### src/rtl/core/cft_pkg.sv
// Shared types, constants and the element symbol table for the formula tokenizer.
`default_nettype none

package cft_pkg;

   // Width of an atomic number on the result side.
   localparam int Z_WIDTH = 6;

   // Saturation limit of the count and total result fields.
   localparam int FIELD_MAX = 65535;

   // Radix of the count digits.
   localparam int DEC_BASE = 10;

   // Character codes used by the classifier.
   localparam logic [7:0] CHAR_UPPER_A = "A";
   localparam logic [7:0] CHAR_UPPER_Z = "Z";
   localparam logic [7:0] CHAR_LOWER_A = "a";
   localparam logic [7:0] CHAR_LOWER_Z = "z";
   localparam logic [7:0] CHAR_ZERO    = "0";
   localparam logic [7:0] CHAR_NINE    = "9";
   localparam logic [7:0] CHAR_NONE    = 8'd0;

   // Result error codes.
   typedef enum logic [1:0] {
      ERR_NONE            = 2'd0,
      ERR_INVALID_CHAR    = 2'd1,
      ERR_UNKNOWN_ELEMENT = 2'd2
   } err_code_type;

   // One classified token operation from the parser to the totals stage.
   typedef struct packed {
      err_code_type       err;
      logic [Z_WIDTH-1:0] z;
      logic               last;
   } op_type;

   // Maps a one- or two-letter symbol to its atomic number, 0 if unknown.
   function automatic logic [Z_WIDTH-1:0] sym_lookup(input logic [7:0] c1,
                                                      input logic [7:0] c2);
      logic [Z_WIDTH-1:0] z;
      unique case ({c1, c2})
         {"H", CHAR_NONE}: z = 6'd1;
         "He":             z = 6'd2;
         "Li":             z = 6'd3;
         "Be":             z = 6'd4;
         {"B", CHAR_NONE}: z = 6'd5;
         {"C", CHAR_NONE}: z = 6'd6;
         {"N", CHAR_NONE}: z = 6'd7;
         {"O", CHAR_NONE}: z = 6'd8;
         {"F", CHAR_NONE}: z = 6'd9;
         "Ne":             z = 6'd10;
         "Na":             z = 6'd11;
         "Mg":             z = 6'd12;
         "Al":             z = 6'd13;
         "Si":             z = 6'd14;
         {"P", CHAR_NONE}: z = 6'd15;
         {"S", CHAR_NONE}: z = 6'd16;
         "Cl":             z = 6'd17;
         "Ar":             z = 6'd18;
         {"K", CHAR_NONE}: z = 6'd19;
         "Ca":             z = 6'd20;
         "Br":             z = 6'd35;
         {"I", CHAR_NONE}: z = 6'd53;
         default:          z = 6'd0;
      endcase
      return z;
   endfunction

endpackage

`default_nettype wire

### src/rtl/core/chemical_formula_tokenizer.sv
// Top level of the chemical formula tokenizer.
// Usage:
//   The req channel takes one ASCII character per beat in req_tdata, with
//   req_tlast set on the last character of a formula. The rsp channel gives
//   one beat per completed token or error: element, count and running total
//   of that element within the formula, an error code, and rsp_tlast on the
//   last result of a formula or on any error. After an error the remaining
//   characters of that formula are dropped without results.
//   Throughput: one character per cycle while the queue has room; a
//   character that completes two results holds the parser while the
//   second waits in the hold register, because the parser places one
//   operation per cycle into its four-entry queue. The totals stage
//   delivers one result per cycle while the receiver takes each beat,
//   through a read-modify-write of its RAM.
//   Reset clears the parser, the queue, the presence bits of all element
//   totals and the output register; no clearing pass is needed.
//   When the receiver stalls, the output register holds its beat, the
//   queue fills, and req_tready falls once the queue is full.
`default_nettype none

module chemical_formula_tokenizer #(
   parameter int ELEMENT_SLOTS = 64,
   parameter int COUNT_WIDTH   = 16
) (
   input  wire logic        clock,
   input  wire logic        reset,
   input  wire logic        req_tvalid,
   output logic             req_tready,
   input  wire logic [7:0]  req_tdata,   // [7:0] char_code
   input  wire logic        req_tlast,   // final_char
   output logic             rsp_tvalid,
   input  wire logic        rsp_tready,
   output logic      [39:0] rsp_tdata,   // [5:0] element_z, [21:6] token_count,
                                          // [37:22] element_total, [39:38] zero
   output logic      [2:0]  rsp_tuser,   // [0] token_valid, [2:1] error_code
   output logic             rsp_tlast    // end_of_formula
);

   localparam int QueueDepth = 4;
   localparam int OpBits     = $bits(cft_pkg::op_type);
   localparam int EntryW     = OpBits + COUNT_WIDTH;

   logic                        f_valid, f_ready;
   cft_pkg::op_type             f_op;
   logic [COUNT_WIDTH-1:0]      f_cnt;
   logic                        q_valid, q_ready;
   logic [EntryW-1:0]           q_data;
   cft_pkg::op_type             q_op;
   logic [COUNT_WIDTH-1:0]      q_cnt;

   logic                        r_token_valid;
   logic [cft_pkg::Z_WIDTH-1:0] r_z;
   logic [15:0]                 r_count, r_total;
   cft_pkg::err_code_type       r_err;

   // Parser front end.
   cft_front #(
      .ELEMENT_SLOTS (ELEMENT_SLOTS),
      .COUNT_WIDTH   (COUNT_WIDTH)
   ) u_front (
      .clock      (clock),
      .reset      (reset),
      .char_valid (req_tvalid),
      .char_ready (req_tready),
      .char_code  (req_tdata),
      .char_final (req_tlast),
      .op_valid   (f_valid),
      .op_ready   (f_ready),
      .op_data    (f_op),
      .op_cnt     (f_cnt)
   );

   // Operation queue between front and back.
   cft_queue #(
      .WIDTH (EntryW),
      .DEPTH (QueueDepth)
   ) u_queue (
      .clock      (clock),
      .reset      (reset),
      .push_valid (f_valid),
      .push_ready (f_ready),
      .push_data  ({f_cnt, f_op}),
      .pop_valid  (q_valid),
      .pop_ready  (q_ready),
      .pop_data   (q_data)
   );

   assign q_op  = cft_pkg::op_type'(q_data[OpBits-1:0]);
   assign q_cnt = q_data[EntryW-1:OpBits];

   // Totals and output back end.
   cft_back #(
      .ELEMENT_SLOTS (ELEMENT_SLOTS),
      .COUNT_WIDTH   (COUNT_WIDTH)
   ) u_back (
      .clock           (clock),
      .reset           (reset),
      .op_valid        (q_valid),
      .op_ready        (q_ready),
      .op_data         (q_op),
      .op_cnt          (q_cnt),
      .rsp_valid       (rsp_tvalid),
      .rsp_ready       (rsp_tready),
      .rsp_token_valid (r_token_valid),
      .rsp_z           (r_z),
      .rsp_count       (r_count),
      .rsp_total       (r_total),
      .rsp_err         (r_err),
      .rsp_last        (rsp_tlast)
   );

   // Result beat packing.
   assign rsp_tdata = {2'b00, r_total, r_count, r_z};
   assign rsp_tuser = {r_err, r_token_valid};

endmodule

`default_nettype wire

### src/rtl/core/cft_ram.sv
// Generic single-port-write, registered-read RAM.
`default_nettype none

module cft_ram #(
   parameter int WIDTH = 16,
   parameter int DEPTH = 64
) (
   input  wire logic                     clock,
   input  wire logic                     wr_en,
   input  wire logic [$clog2(DEPTH)-1:0] wr_addr,
   input  wire logic [WIDTH-1:0]         wr_data,
   input  wire logic                     rd_en,
   input  wire logic [$clog2(DEPTH)-1:0] rd_addr,
   output logic      [WIDTH-1:0]         rd_data
);

   logic [WIDTH-1:0] mem_ff [DEPTH];
   logic [WIDTH-1:0] rd_data_ff;

   // Write port and registered read port.
   always_ff @(posedge clock) begin
      if (wr_en) begin
         mem_ff[wr_addr] <= wr_data;
      end
      if (rd_en) begin
         rd_data_ff <= mem_ff[rd_addr];
      end
   end

   assign rd_data = rd_data_ff;

endmodule

`default_nettype wire

### src/rtl/core/cft_queue.sv
// Small register FIFO between the parser front and the totals back end.
`default_nettype none

module cft_queue #(
   parameter int WIDTH = 32,
   parameter int DEPTH = 4
) (
   input  wire logic             clock,
   input  wire logic             reset,
   input  wire logic             push_valid,
   output logic                  push_ready,
   input  wire logic [WIDTH-1:0] push_data,
   output logic                  pop_valid,
   input  wire logic             pop_ready,
   output logic      [WIDTH-1:0] pop_data
);

   localparam int PtrW = (DEPTH > 1) ? $clog2(DEPTH) : 1;
   localparam int CntW = $clog2(DEPTH + 1);

   logic [WIDTH-1:0] slot_ff [DEPTH];
   logic [PtrW-1:0]  wr_ptr_ff, wr_ptr_in;
   logic [PtrW-1:0]  rd_ptr_ff, rd_ptr_in;
   logic [CntW-1:0]  count_ff, count_in;
   logic             do_push, do_pop;

   assign push_ready = (count_ff != CntW'(DEPTH));
   assign pop_valid  = (count_ff != '0);
   assign pop_data   = slot_ff[rd_ptr_ff];
   assign do_push    = push_valid && push_ready;
   assign do_pop     = pop_valid && pop_ready;

   // Pointer and occupancy bookkeeping.
   always_comb begin
      wr_ptr_in = wr_ptr_ff;
      rd_ptr_in = rd_ptr_ff;
      count_in  = count_ff;
      if (do_push) begin
         wr_ptr_in = (wr_ptr_ff == PtrW'(DEPTH - 1)) ? '0 : wr_ptr_ff + 1'b1;
      end
      if (do_pop) begin
         rd_ptr_in = (rd_ptr_ff == PtrW'(DEPTH - 1)) ? '0 : rd_ptr_ff + 1'b1;
      end
      if (do_push && !do_pop) begin
         count_in = count_ff + 1'b1;
      end else if (do_pop && !do_push) begin
         count_in = count_ff - 1'b1;
      end
   end

   always_ff @(posedge clock) begin
      if (reset) begin
         wr_ptr_ff <= '0;
         rd_ptr_ff <= '0;
         count_ff  <= '0;
      end else begin
         wr_ptr_ff <= wr_ptr_in;
         rd_ptr_ff <= rd_ptr_in;
         count_ff  <= count_in;
      end
   end

   // Entry storage needs no reset.
   always_ff @(posedge clock) begin
      if (do_push) begin
         slot_ff[wr_ptr_ff] <= push_data;
      end
   end

`ifndef SYNTH
   // Occupancy never runs past the number of slots.
   a_count_bound: assert property (@(posedge clock) disable iff (reset)
      count_ff <= CntW'(DEPTH))
      else $error("queue occupancy exceeds depth");
`endif

endmodule

`default_nettype wire

### src/rtl/core/cft_front.sv
// Character classifier and token parser that feeds token operations to the queue.
`default_nettype none

module cft_front #(
   parameter int ELEMENT_SLOTS = 64,
   parameter int COUNT_WIDTH   = 16
) (
   input  wire logic                   clock,
   input  wire logic                   reset,
   input  wire logic                   char_valid,
   output logic                        char_ready,
   input  wire logic [7:0]             char_code,
   input  wire logic                   char_final,
   output logic                        op_valid,
   input  wire logic                   op_ready,
   output cft_pkg::op_type             op_data,
   output logic      [COUNT_WIDTH-1:0] op_cnt
);

   localparam int AccExtW = COUNT_WIDTH + 4;

   typedef enum logic [1:0] {
      PH_IDLE,
      PH_UPPER,
      PH_LOWER,
      PH_DIGITS
   } phase_type;

   phase_type                         phase_ff, phase_in;
   logic [7:0]                        first_ff, first_in;
   logic [7:0]                        second_ff, second_in;
   logic [COUNT_WIDTH-1:0]            acc_ff, acc_in;
   logic                              skip_ff, skip_in;
   logic                              held_valid_ff, held_valid_in;
   cft_pkg::op_type                   held_op_ff, held_op_in;
   logic [COUNT_WIDTH-1:0]            held_cnt_ff, held_cnt_in;

   cft_pkg::op_type                   op_ar [2];
   logic [COUNT_WIDTH-1:0]            cnt_ar [2];
   logic [1:0]                        n_ops;

   logic                              accept;
   logic                              is_upper, is_lower, is_digit;
   logic [3:0]                        digit_val;
   logic [AccExtW-1:0]                acc_ext;
   logic [COUNT_WIDTH-1:0]            acc_sat;
   logic [cft_pkg::Z_WIDTH-1:0]       pend_z;
   logic                              pend_bad;
   logic [COUNT_WIDTH-1:0]            pend_cnt;

   assign char_ready = !held_valid_ff && op_ready;
   assign accept     = char_valid && char_ready;

   // Character classes; codes above 127 fall in none of them.
   assign is_upper = (char_code >= cft_pkg::CHAR_UPPER_A) && (char_code <= cft_pkg::CHAR_UPPER_Z);
   assign is_lower = (char_code >= cft_pkg::CHAR_LOWER_A) && (char_code <= cft_pkg::CHAR_LOWER_Z);
   assign is_digit = (char_code >= cft_pkg::CHAR_ZERO) && (char_code <= cft_pkg::CHAR_NINE);

   // Decimal accumulate with saturation at the count width.
   assign digit_val = 4'(char_code - cft_pkg::CHAR_ZERO);
   assign acc_ext   = AccExtW'(acc_ff) * AccExtW'(cft_pkg::DEC_BASE) + AccExtW'(digit_val);
   assign acc_sat   = (acc_ext[AccExtW-1:COUNT_WIDTH] != '0) ? '1 : acc_ext[COUNT_WIDTH-1:0];

   // The token that is pending before this character.
   assign pend_z   = cft_pkg::sym_lookup(first_ff, second_ff);
   assign pend_bad = (pend_z == '0) || (int'(pend_z) >= ELEMENT_SLOTS);
   assign pend_cnt = (acc_ff == '0) ? COUNT_WIDTH'(1) : acc_ff;

   // Parse one character into zero, one or two token operations.
   always_comb begin : parse
      logic [cft_pkg::Z_WIDTH-1:0] fin_z;
      logic                        fin_bad;
      logic [COUNT_WIDTH-1:0]      fin_cnt;
      logic                        fin_now;
      logic                        stop;

      phase_in  = phase_ff;
      first_in  = first_ff;
      second_in = second_ff;
      acc_in    = acc_ff;
      skip_in   = skip_ff;
      n_ops     = 2'd0;
      op_ar[0]  = '{err: cft_pkg::ERR_NONE, z: '0, last: 1'b0};
      op_ar[1]  = '{err: cft_pkg::ERR_NONE, z: '0, last: 1'b0};
      cnt_ar[0] = '0;
      cnt_ar[1] = '0;
      fin_now   = 1'b0;
      stop      = 1'b0;
      fin_z     = '0;
      fin_bad   = 1'b0;
      fin_cnt   = '0;

      if (accept) begin
         if (skip_ff) begin
            // Dropping the rest of a failed formula.
            if (char_final) begin
               skip_in  = 1'b0;
               phase_in = PH_IDLE;
            end
         end else begin
            if (phase_ff == PH_UPPER && is_lower) begin
               second_in = char_code;
               phase_in  = PH_LOWER;
               fin_now   = char_final;
            end else if (phase_ff != PH_IDLE && is_digit) begin
               acc_in   = acc_sat;
               phase_in = PH_DIGITS;
               fin_now  = char_final;
            end else begin
               // Any other character closes the pending token.
               if (phase_ff != PH_IDLE) begin
                  phase_in = PH_IDLE;
                  n_ops    = 2'd1;
                  if (pend_bad) begin
                     op_ar[0] = '{err: cft_pkg::ERR_UNKNOWN_ELEMENT, z: '0, last: 1'b1};
                     skip_in  = !char_final;
                     stop     = 1'b1;
                  end else begin
                     op_ar[0]  = '{err: cft_pkg::ERR_NONE, z: pend_z, last: 1'b0};
                     cnt_ar[0] = pend_cnt;
                  end
               end
               if (!stop) begin
                  if (is_upper) begin
                     first_in  = char_code;
                     second_in = cft_pkg::CHAR_NONE;
                     acc_in    = '0;
                     phase_in  = PH_UPPER;
                     fin_now   = char_final;
                  end else begin
                     op_ar[n_ops[0]]  = '{err: cft_pkg::ERR_INVALID_CHAR, z: '0, last: 1'b1};
                     cnt_ar[n_ops[0]] = '0;
                     n_ops            = n_ops + 2'd1;
                     phase_in         = PH_IDLE;
                     skip_in          = !char_final;
                  end
               end
            end

            // The final character closes whatever token it leaves behind.
            fin_z   = cft_pkg::sym_lookup(first_in, second_in);
            fin_bad = (fin_z == '0) || (int'(fin_z) >= ELEMENT_SLOTS);
            fin_cnt = (acc_in == '0) ? COUNT_WIDTH'(1) : acc_in;
            if (fin_now) begin
               phase_in = PH_IDLE;
               if (fin_bad) begin
                  op_ar[n_ops[0]]  = '{err: cft_pkg::ERR_UNKNOWN_ELEMENT, z: '0, last: 1'b1};
                  cnt_ar[n_ops[0]] = '0;
               end else begin
                  op_ar[n_ops[0]]  = '{err: cft_pkg::ERR_NONE, z: fin_z, last: 1'b1};
                  cnt_ar[n_ops[0]] = fin_cnt;
               end
               n_ops = n_ops + 2'd1;
            end
         end
      end
   end

   // A second operation waits in the hold register for the next queue slot.
   assign held_valid_in = held_valid_ff ? !op_ready : (n_ops == 2'd2);
   assign held_op_in    = held_valid_ff ? held_op_ff : op_ar[1];
   assign held_cnt_in   = held_valid_ff ? held_cnt_ff : cnt_ar[1];

   assign op_valid = held_valid_ff || (n_ops != 2'd0);
   assign op_data  = held_valid_ff ? held_op_ff : op_ar[0];
   assign op_cnt   = held_valid_ff ? held_cnt_ff : cnt_ar[0];

   // Parser state and the hold register.
   always_ff @(posedge clock) begin
      if (reset) begin
         phase_ff      <= PH_IDLE;
         skip_ff       <= 1'b0;
         held_valid_ff <= 1'b0;
      end else begin
         phase_ff      <= phase_in;
         skip_ff       <= skip_in;
         held_valid_ff <= held_valid_in;
      end
      first_ff    <= first_in;
      second_ff   <= second_in;
      acc_ff      <= acc_in;
      held_op_ff  <= held_op_in;
      held_cnt_ff <= held_cnt_in;
   end

`ifndef SYNTH
   // A final character always leaves the parser idle and out of skip mode.
   a_final_idle: assert property (@(posedge clock) disable iff (reset)
      accept && char_final |=> phase_ff == PH_IDLE && !skip_ff)
      else $error("parser not idle after final character");

   // Characters dropped after an error never produce operations.
   a_skip_silent: assert property (@(posedge clock) disable iff (reset)
      accept && skip_ff |-> n_ops == 2'd0)
      else $error("operation produced while skipping");
`endif

endmodule

`default_nettype wire

### src/rtl/core/cft_back.sv
// Per-formula element totals and the result output register.
`default_nettype none

module cft_back #(
   parameter int ELEMENT_SLOTS = 64,
   parameter int COUNT_WIDTH   = 16
) (
   input  wire logic                        clock,
   input  wire logic                        reset,
   input  wire logic                        op_valid,
   output logic                             op_ready,
   input  wire cft_pkg::op_type             op_data,
   input  wire logic [COUNT_WIDTH-1:0]      op_cnt,
   output logic                             rsp_valid,
   input  wire logic                        rsp_ready,
   output logic                             rsp_token_valid,
   output logic      [cft_pkg::Z_WIDTH-1:0] rsp_z,
   output logic      [15:0]                 rsp_count,
   output logic      [15:0]                 rsp_total,
   output cft_pkg::err_code_type            rsp_err,
   output logic                             rsp_last
);

   localparam int IdxW = $clog2(ELEMENT_SLOTS);
   localparam logic [COUNT_WIDTH-1:0] FieldCap = COUNT_WIDTH'(cft_pkg::FIELD_MAX);

   // Clamps a count-width value into a 16-bit result field.
   function automatic logic [15:0] sat_field(input logic [COUNT_WIDTH-1:0] v);
      return (v > FieldCap) ? 16'hFFFF : 16'(v);
   endfunction

   logic                         b_valid_ff;
   cft_pkg::op_type              b_op_ff;
   logic [COUNT_WIDTH-1:0]       b_cnt_ff;
   logic                         fwd_valid_ff;
   logic [IdxW-1:0]              fwd_idx_ff;
   logic [COUNT_WIDTH-1:0]       fwd_total_ff;
   logic [ELEMENT_SLOTS-1:0]     present_ff;

   logic                         rsp_valid_ff;
   logic                         rsp_tok_ff;
   logic [cft_pkg::Z_WIDTH-1:0]  rsp_z_ff;
   logic [15:0]                  rsp_count_ff;
   logic [15:0]                  rsp_total_ff;
   cft_pkg::err_code_type        rsp_err_ff;
   logic                         rsp_last_ff;

   logic                         out_load, pop, wr_en, is_token, fwd_hit;
   logic [IdxW-1:0]              rd_idx, b_idx;
   logic [COUNT_WIDTH-1:0]       ram_rdata, base, total;
   logic [COUNT_WIDTH:0]         sum;

   // Handshakes through the stage and the output register.
   assign out_load = b_valid_ff && (!rsp_valid_ff || rsp_ready);
   assign op_ready = !b_valid_ff || out_load;
   assign pop      = op_valid && op_ready;
   assign is_token = (b_op_ff.err == cft_pkg::ERR_NONE);
   assign wr_en    = out_load && is_token;

   assign rd_idx = IdxW'(op_data.z);
   assign b_idx  = IdxW'(b_op_ff.z);

   cft_ram #(
      .WIDTH (COUNT_WIDTH),
      .DEPTH (ELEMENT_SLOTS)
   ) u_totals (
      .clock   (clock),
      .wr_en   (wr_en),
      .wr_addr (b_idx),
      .wr_data (total),
      .rd_en   (pop),
      .rd_addr (rd_idx),
      .rd_data (ram_rdata)
   );

   // Running total: an absent entry reads as zero; a write made while this
   // token's read was in flight is taken from the bypass register.
   assign fwd_hit = fwd_valid_ff && (fwd_idx_ff == b_idx);
   assign base    = !present_ff[b_idx] ? '0 : (fwd_hit ? fwd_total_ff : ram_rdata);
   assign sum     = {1'b0, base} + {1'b0, b_cnt_ff};
   assign total   = sum[COUNT_WIDTH] ? '1 : sum[COUNT_WIDTH-1:0];

   // Stage register, bypass register and presence bits.
   always_ff @(posedge clock) begin
      if (reset) begin
         b_valid_ff   <= 1'b0;
         fwd_valid_ff <= 1'b0;
         present_ff   <= '0;
      end else begin
         if (op_ready) begin
            b_valid_ff <= op_valid;
         end
         if (pop) begin
            fwd_valid_ff <= wr_en;
         end
         if (out_load && b_op_ff.last) begin
            present_ff <= '0;
         end else if (wr_en) begin
            present_ff[b_idx] <= 1'b1;
         end
      end
      if (pop) begin
         b_op_ff      <= op_data;
         b_cnt_ff     <= op_cnt;
         fwd_idx_ff   <= b_idx;
         fwd_total_ff <= total;
      end
   end

   // Output register holds a result until the receiver takes the beat.
   always_ff @(posedge clock) begin
      if (reset) begin
         rsp_valid_ff <= 1'b0;
      end else if (out_load) begin
         rsp_valid_ff <= 1'b1;
      end else if (rsp_ready) begin
         rsp_valid_ff <= 1'b0;
      end
      if (out_load) begin
         rsp_tok_ff   <= is_token;
         rsp_z_ff     <= is_token ? b_op_ff.z : '0;
         rsp_count_ff <= is_token ? sat_field(b_cnt_ff) : '0;
         rsp_total_ff <= is_token ? sat_field(total) : '0;
         rsp_err_ff   <= b_op_ff.err;
         rsp_last_ff  <= b_op_ff.last;
      end
   end

   assign rsp_valid       = rsp_valid_ff;
   assign rsp_token_valid = rsp_tok_ff;
   assign rsp_z           = rsp_z_ff;
   assign rsp_count       = rsp_count_ff;
   assign rsp_total       = rsp_total_ff;
   assign rsp_err         = rsp_err_ff;
   assign rsp_last        = rsp_last_ff;

`ifndef SYNTH
   // A token written to the totals always carries a count of at least one.
   a_count_nonzero: assert property (@(posedge clock) disable iff (reset)
      wr_en |-> b_cnt_ff != '0)
      else $error("token with zero count");

   // The end of a formula leaves no element total behind.
   a_clear_at_end: assert property (@(posedge clock) disable iff (reset)
      out_load && b_op_ff.last |=> present_ff == '0)
      else $error("totals not cleared at end of formula");

   // Error operations never name an element.
   a_err_no_elem: assert property (@(posedge clock) disable iff (reset)
      b_valid_ff && !is_token |-> b_op_ff.z == '0 && b_op_ff.last)
      else $error("error operation carries an element or no end mark");
`endif

endmodule

`default_nettype wire
### config.mk
export PLATFORM = sky130hd
export DESIGN_NAME = chemical_formula_tokenizer
export DESIGN_NICKNAME = d
export VERILOG_FILES = /design/src/rtl/core/cft_pkg.sv /design/src/rtl/core/chemical_formula_tokenizer.sv /design/src/rtl/core/cft_ram.sv /design/src/rtl/core/cft_queue.sv /design/src/rtl/core/cft_front.sv /design/src/rtl/core/cft_back.sv
export SDC_FILE = /design/constraint.sdc
export NUM_CORES = 2
export LEC_CHECK = 0
export BUFFER_PORTS_ARGS = -buffer_cell sky130_fd_sc_hd__buf_4
export CAP_MARGIN = 20
export CORE_ASPECT_RATIO = 1.75
export CORE_MARGIN = 3
export CORE_UTILIZATION = 35
export DETAILED_ROUTE_END_ITERATION = 10
export SKIP_LAST_GASP = 1
export SLEW_MARGIN = 10
export SYNTH_ARGS = -nofsm -noshare
export SYNTH_HDL_FRONTEND = slang
export SYNTH_SLANG_ARGS = --single-unit
### constraint.sdc
create_clock -name clock -period 26.4 [get_ports clock]
set_input_delay 5.28 -clock clock [delete_from_list [all_inputs] [get_ports clock]]
set_output_delay 5.28 -clock clock [all_outputs]
set_load 0.05 [all_outputs]
======== Word level (Yosys, flattened, before mapping) ========
Memories as Yosys holds them, arrays and structs flattened. A register that Yosys moved wholly into a read port is not among the register bits.
Index checks and enable logic that the tools add are counted.
storage, ports and cells
  output and inout port bits .............. 46
  logic and storage cells ................. 298
  bits in latches ......................... 0
  bits in read-only memories .............. 0
  memories ................................ 2
  bits in registers ....................... 224
  memory bits (writable) .................. 1124
memories
  name                    words  bits a word  read ports  clocked after Yosys merged registers in  write ports  line             source
  u_back.u_totals.mem_ff  64     16           1           1                                        1            cft_ram.sv:17    logic [WIDTH-1:0] mem_ff [DEPTH];
  u_queue.slot_ff         4      25           1           1                                        1            cft_queue.sv:21  logic [WIDTH-1:0] slot_ff [DEPTH];
cells by class
  add/subtract/negate cells ............... 9
  equal/unequal tests ..................... 52
  bitwise gates (word level) .............. 15
  multiply operators ...................... 1
  reduce and logical (&&, ||, !) cells .... 43
  mux-type cells .......................... 133
  shift-type cells ........................ 0
  magnitude comparators ................... 14
  div/mod/pow operators ................... 0
operators by type and width
  kind                                                   count
  equality test 16 x 15 -> 1 bit, second input constant  44
  two-way mux 16 bit                                     23
  two-way mux 32 bit                                     10
  one-hot mux 6 bit (22 select lines)                    2
  two-way mux 18 bit                                     10
  two-way mux 8 bit                                      12
  two-way mux 9 bit                                      9
  AND 32 bit                                             2
  inverter 32 bit                                        2
  OR 64 bit                                              1
  two-way mux 2 bit                                      24
  bitwise mux 32 bit                                     1
  demux 16 bit (select 1 bit)                            2
  greater-than comparator 16 bit, second input constant  2
  logical NOT 16 bit                                     2
  two-way mux 1 bit                                      31
  AND 14 bit                                             2
  inverter 14 bit                                        2
  adder 20 x 4 -> 20 bit                                 1
  multiplier 16 x 3 -> 19 bit, second input constant     1
  bitwise mux 18 bit                                     1
  demux 9 bit (select 1 bit)                             2
  logical AND 1 bit                                      18
  adder 16 x 16 -> 17 bit                                1
  35 further kinds                                       62

======== Longest topological paths before layout ========
  depth after elaboration ................. 26
  mapped depth ............................ 27
  depth with buffers taken out ............ 24

======== By module ========
Synthesis repeated with hierarchy kept, for this count alone.
second synthesis, totals
  cells, all modules ...................... 3341
  area total of the unflattened synthesis .. 57159.8 um^2
by module, submodules not included
  module                      cells each  sequential area each (um^2)  area an instance (um^2)  times used
  cft_ram                     1835        31230.0                      40236.1                  1
  cft_back                    602         4013.8                       6890.4                   1
  cft_front                   721         1791.7                       5924.4                   1
  cft_queue                   179         3183.1                       4082.7                   1
  chemical_formula_tokenizer  4           0.0                          26.3                     1

======== Worst setup path before layout ========
Ideal clock, no wire load.
  kind .................................... input port to flip-flop
  start point ............................. input port rsp_tready
  end point ............................... memory u_back.u_totals.mem_ff[6][0] (enable)
  stages .................................. 6
  library setup time ...................... 434 ps
  setup slack ............................. 16196 ps
  arrival time ............................ 9770 ps
  cell sequence ........................... nor2b_1 > nor2b_1 > and2_1 > clkbuf_1 > nand3_1 > nor4_1
on the way
  word-level cells in the longest chain between the ends .. 5
ends and longest elaborated chain
  what                                     line                              source
  start: declaration                       chemical_formula_tokenizer.sv:32  input wire logic rsp_tready,
  logical OR 1 bit                         cft_back.sv:54                    assign out_load = b_valid_ff && (!rsp_valid_ff || rsp_ready);
  logical AND 1 bit                        cft_back.sv:54
  via u_back.out_load                      cft_back.sv:48                    logic out_load, pop, wr_en, is_token, fwd_hit;
  logical AND 1 bit                        cft_back.sv:58                    assign wr_en = out_load && is_token;
  two-way mux 1 bit                        cft_ram.sv:22                     if (wr_en) begin
  two-way mux 1 bit (not written as such)  cft_ram.sv:23                     mem_ff[wr_addr] <= wr_data;
  end: declaration                         cft_ram.sv:17
The timed path passes the listed nets, and every way through them passes these cells.

======== Worst setup path after layout ========
  start point ............................. input port req_tdata[1]
  end point ............................... register u_queue.count_ff[2]
on the way
  word-level cells in the longest chain between the ends .. 18
  elaborated cells between the ends (all ways) .. 35
ends and longest elaborated chain
  what                                                                                               line                              source
  start: declaration                                                                                 chemical_formula_tokenizer.sv:29  input wire logic [7:0] req_tdata,
  greater-or-equal comparator 8 x 7 -> 1 bit / <= comparator 8 x 7 -> 1 bit (equally long branches)  cft_front.sv:55                   assign is_upper = (char_code >= cft_pkg::CHAR_UPPER_A) && (char_code <= cft_pkg::CHAR_UPPER_Z);
  logical AND 1 bit                                                                                  cft_front.sv:55
  two-way mux 2 bit                                                                                  cft_front.sv:124                  if (is_upper) begin
  two-way mux 2 bit                                                                                  cft_front.sv:123                  if (!stop) begin
  two-way mux 2 bit                                                                                  cft_front.sv:105                  end else if (phase_ff != PH_IDLE && is_digit) begin
  two-way mux 2 bit                                                                                  cft_front.sv:101                  if (phase_ff == PH_UPPER && is_lower) begin
  two-way mux 2 bit                                                                                  cft_front.sv:94                   if (skip_ff) begin
  two-way mux 2 bit                                                                                  cft_front.sv:93                   if (accept) begin
  [... 3 more ...]                                                                                   --
  two-way mux 2 bit (*)                                                                              cft_front.sv:93
  nonzero test 2 bit (*)                                                                             cft_front.sv:164                  assign op_valid = held_valid_ff || (n_ops != 2'd0);
  logical OR 1 bit (*)                                                                               cft_front.sv:164
  logical AND 1 bit (*)                                                                              cft_queue.sv:30                   assign do_push = push_valid && push_ready;
  via u_queue.do_push                                                                                cft_queue.sv:25                   logic do_push, do_pop;
  logical NOT 1 bit                                                                                  cft_queue.sv:46                   end else if (do_pop && !do_push) begin
  logical AND 1 bit                                                                                  cft_queue.sv:46
  nonzero test 2 bit (no source line)                                                                --
  end signal: assignment                                                                             cft_queue.sv:59                   count_ff <= count_in;
  end: declaration                                                                                   cft_queue.sv:24                   logic [CntW-1:0] count_ff, count_in;
The timed path passes the listed nets; every way through them passes the cells marked *. The select of a mux whose other input is x is not followed.
A chain may end at the register's enable or synchronous reset.

==> reports/summary.log <==
qor: sta.fmax 0.1126 GHz
qor: sta.timing.final.setup_violations 0
qor: clocking.clock_tree.htree_level_count 3
qor: detailed_routing.postRouteWirelength 148000 um
qor: grt.grt_overflow_total 0
qor: synth.synth-async-reset-ratio 0%
qor: power_and_ir_drop.power.total 8.268 mW
qor: placement.dp.final_hpwl 95910 um
qor: synth.netlist_top_cells_area edfxtp_1 68%, mux4_2 14%, dfxtp_1 2.8%
qor: clocking.clkSlewWorstSetupHoldPaths 0.06 ns
qor: detailed_routing.route.met2.wl 83540 um
qor: synth.synth_area_leader_cell edfxtp_1
qor: setup_path.crit_path_max_incr_delay 0.84 ns
qor: synth.yosys.cell_types.count 101
qor: clocking.clock_buffers_created_by_tritoncts 115
qor: grt.first_pass_grt_wire_length 213500 um
qor: placement.placement.io_buffers 56
qor: layout.num-nets-final 3277
qor: clocking.cts.repair.resized 0
qor: setup_path.crit_required 27.05 ns
qor: detailed_routing.dr.max_layer_used met4
qor: clocking.worstSkewPairLatency 0.74 ns
qor: synth.synth-main-ff-cell edfxtp_1
qor: detailed_routing.wl_met3 5227 um
qor: detailed_routing.drt_drc_violations_left 0
qor: min_path.worstHoldPathType reg2reg
qor: setup_path.timing_worst_setup_path_type in2reg
qor: clocking.largest_buffer_count_on_any_clock_path 3
qor: sta.final.hold.worst_slack 0.4566 ns
qor: detailed_routing.route.layer.met1.wl 51470 um
qor: floorplan.die_h 537.8 um
qor: floorplan.cell_row_count 194
qor: layout.areaGrowthSynthToFinish 12.88%
qor: setup_path.path_max_fanout 12
qor: sta.maximum_clock_skew_at_final_layout 0.02561 ns
qor: sta.final.min_clock_period 8.882 ns
qor: grt.grt_start_max_net_pins 129
qor: detailed_routing.dr_total_vias 29.22k
qor: synth.avgSynthCellArea 18.37 um2
qor: layout.drive_above_1_share 25.83%
qor: layout.finalCoreUtilization 39.85%
qor: job.max_cap_viol_count 0
qor: synth.synthDominantCellAreaShare 68.28%
qor: setup_path.cp_common_cell buf_4
qor: sta.final_hold_violations 0
qor: sta.final.period_utilization 33.64%
qor: synth.synth.most_common_cell edfxtp_1
qor: sta.maxSlewHeadroom 27.67%
qor: floorplan.design.core.area 0.1602 mm2
qor: grt.grt_pass1_vias 30.53k
qor: synth.most_numerous_cell_types_in_the_synthesized_netlist 1286 x edfxtp_1, 348 x mux4_2, 168 x nor2_1
qor: sta.slew_viol_final 0
qor: sta.tightest_slew 1.084 ns
qor: detailed_routing.wl_per_cell 27.60 um
qor: synth.synthesis.instances 3079
qor: setup_path.critical_path.top_delay_family simple AND/OR/NAND/NOR gates
qor: synth.synth_seq_area_share 71.11%
qor: floorplan.floorplan.die.width 309.9 um
qor: synth.synth.ff_latch_count 1366
qor: min_path.worst_hold_startpoint u_back.b_op_ff[8]
qor: clocking.ctsRootBufferMaster clkbuf_16
qor: detailed_routing.detailedRoute.firstIterationViolations 2198
qor: floorplan.initial_core_util 35.30%
qor: setup_path.end_kind register
qor: sta.grt_setup_unrepaired no
qor: setup_path.timing.rr.start u_back.b_idx[0]
qor: floorplan.die_area 0.1666 mm2
qor: synth.post_synth_instance_area 0.05656 mm2
qor: outcome.run_status finished, final reports clean
qor: synth.synth_enable_flop_cells 1286
qor: synth.synth-warning-count 0
qor: setup_path.arrival 9.54 ns
qor: clocking.hold_buffers 0
qor: detailed_routing.drtAntennaViolNets 0
qor: power_and_ir_drop.powerDensity 129.5 mW/mm2
qor: clocking.tritoncts yes
qor: setup_path.crit_buf_inv 4
qor: grt.initial_antenna_violation_count 1
qor: power_and_ir_drop.leakagePower 20.20 nW
qor: detailed_routing.avgViaCountPerCell 5.449
qor: clocking.post_cts_setup_buffers 0
qor: power_and_ir_drop.irDropWorstVdd 0.0001751 V
qor: clocking.clock-sinks 1366
qor: grt.grt_util_all_layers 17.76%
qor: placement.place.gp.congestion 0.9211
qor: setup_path.crit_path_cell_trace buf_4, a21oi_1, o2bb2ai_1, nor4_2, buf_4, nor2_1, buf_4, o21ai_0, ha_1, nor2_1, o21ai_1, o2bb2ai_1, ha_1, inv_1, fa_1, xor2_1, or3_1, a21oi_1
qor: detailed_routing.drtPass1Iterations 5
qor: setup_path.cp-start-kind input port
qor: sta.timing.setup.tns 0 ns
qor: setup_path.cp-startpoint req_tdata[1]
qor: floorplan.ports 59
qor: setup_path.crit_slowest_cell nor4_2
-- per-layer routing --
layer | global-route usage, % | vias up
met3 | 1.996 | 282
li1 | - | 12720
met1 | 18.87 | 15410
met2 | 34.36 | 819
met5 | 0 | -
met4 | 8.745 | 0
-- metrics by stage --
| step | std cells | area, um2 | worst slack (ns) |
|---|---|---|---|
| 3_3_place_gp | 5140 | 60010 | 16.88 |
| 2_1_floorplan | 3095 | 56620 | 16.20 |
| 6_report | 5363 | 63840 | 17.52 |
| 4_1_cts | 5359 | 63820 | 17.62 |
| 5_1_grt | 5361 | 63830 | 17.25 |
| 3_5_place_dp | 5143 | 60060 | 16.84 |
-- flip-flops by register name (all words and copies together), names as in the netlist, 16 cells and up, named ones only --
name and count:
u_back.b_cnt_ff 16, u_back.fwd_total_ff 16, u_back.present_ff 64, u_back.rsp_count 16
u_back.rsp_total 16, u_back.u_totals.mem_ff 1024, u_back.u_totals.rd_data 16, u_front.acc_ff 16
u_front.held_cnt_ff 16, u_queue.slot_ff 100
-- report_power, final --
group | switching [mW] | total [mW] | internal [mW]
Clock | 0.781 | 1.71 | 0.930
Combinational | 2.09 | 3.03 | 0.936
Sequential | 0.108 | 3.53 | 3.42
Total | 2.98 | 8.27 | 5.28
-- area by class of cell --
| class | instances | area (um2) |
|---|---|---|
| Fill cell | 14350 | 96360 |
| Sequential cell | 1366 | 40220 |
| Multi-Input combinational cell | 1503 | 15780 |
| Clock buffer | 145 | 3084 |
| Tap cell | 2058 | 2575 |
| Timing Repair Buffer | 169 | 1324 |
| Clock inverter | 71 | 671.9 |
| Inverter | 48 | 180.2 |
| Antenna cell | 3 | 7.507 |
-- cells by family after synthesis --
group                      after synthesis  share of synthesized area, %
xor gates and xnor gates                35                        0.5420
adders and majority gates               61                         1.403
AOI/OAI and AO/OA                      394                         4.883
muxes                                  419                         15.17
DFF                                   1366                         71.11
other                                    1                      0.006631
and+or+nand+nor                        577                         5.265
buffers and inverters                  226                         1.619
-- final timing paths --
check                                 end  depth (start not counted)  slack (ns)
max                   u_queue.count_ff[2]                         18       17.52
min                     u_back.rsp_err[1]                          0        0.46
max reg2reg  u_back.u_totals.mem_ff[5][2]                         27       18.96
min reg2reg             u_back.rsp_err[1]                          0        0.46
-- worst reg2reg max path: stages, from the launching register on --
cell and delay [ns]:
edfxtp_1 0.32, buf_4 0.36, nor2b_1 0.47, nand2b_1 0.57, nor2_1 0.23, a211oi_1 0.08
o2111ai_1 0.13, o21ai_0 0.11, o21ai_0 0.24, a211oi_2 0.11, buf_4 0.24, nor2_1 0.19
ha_1 0.21, inv_1 0.06, fa_1 0.43, nor2b_1 0.12, o21ai_0 0.10, a21boi_0 0.40
o21ai_0 0.17, a21oi_1 0.37, o2111ai_1 0.21, nand3_1 0.14, a41oi_1 0.20, o21ai_0 0.28
buf_4 0.23, clkinv_1 0.33, nand2_2 0.16, buf_4 0.57
-- cells in the final DEF (no fill, tap or decap), types with 12 or more instances in the layout --
cell	count
edfxtp_1	1286
mux4_2	344
buf_4	163
clkbuf_16	118
nand2_1	114
nor2_1	107
dfxtp_1	79
o21a_1	73
a21oi_1	70
o21ai_0	61
nor2_2	58
ha_1	57
and2_1	48
inv_1	46
nand3_1	46
mux2i_1	46
a22oi_1	27
nor3_1	26
nor2b_1	25
mux2_2	25
clkbuf_1	24
nand4_1	22
xor2_1	21
clkinv_1	20
clkinv_2	20
nand2b_1	19
conb_1	17
o21ai_1	15
xnor2_1	14
a211oi_1	14
or2_2	13
a21o_1	12
Note: power is estimated with default switching activity, not from simulation.
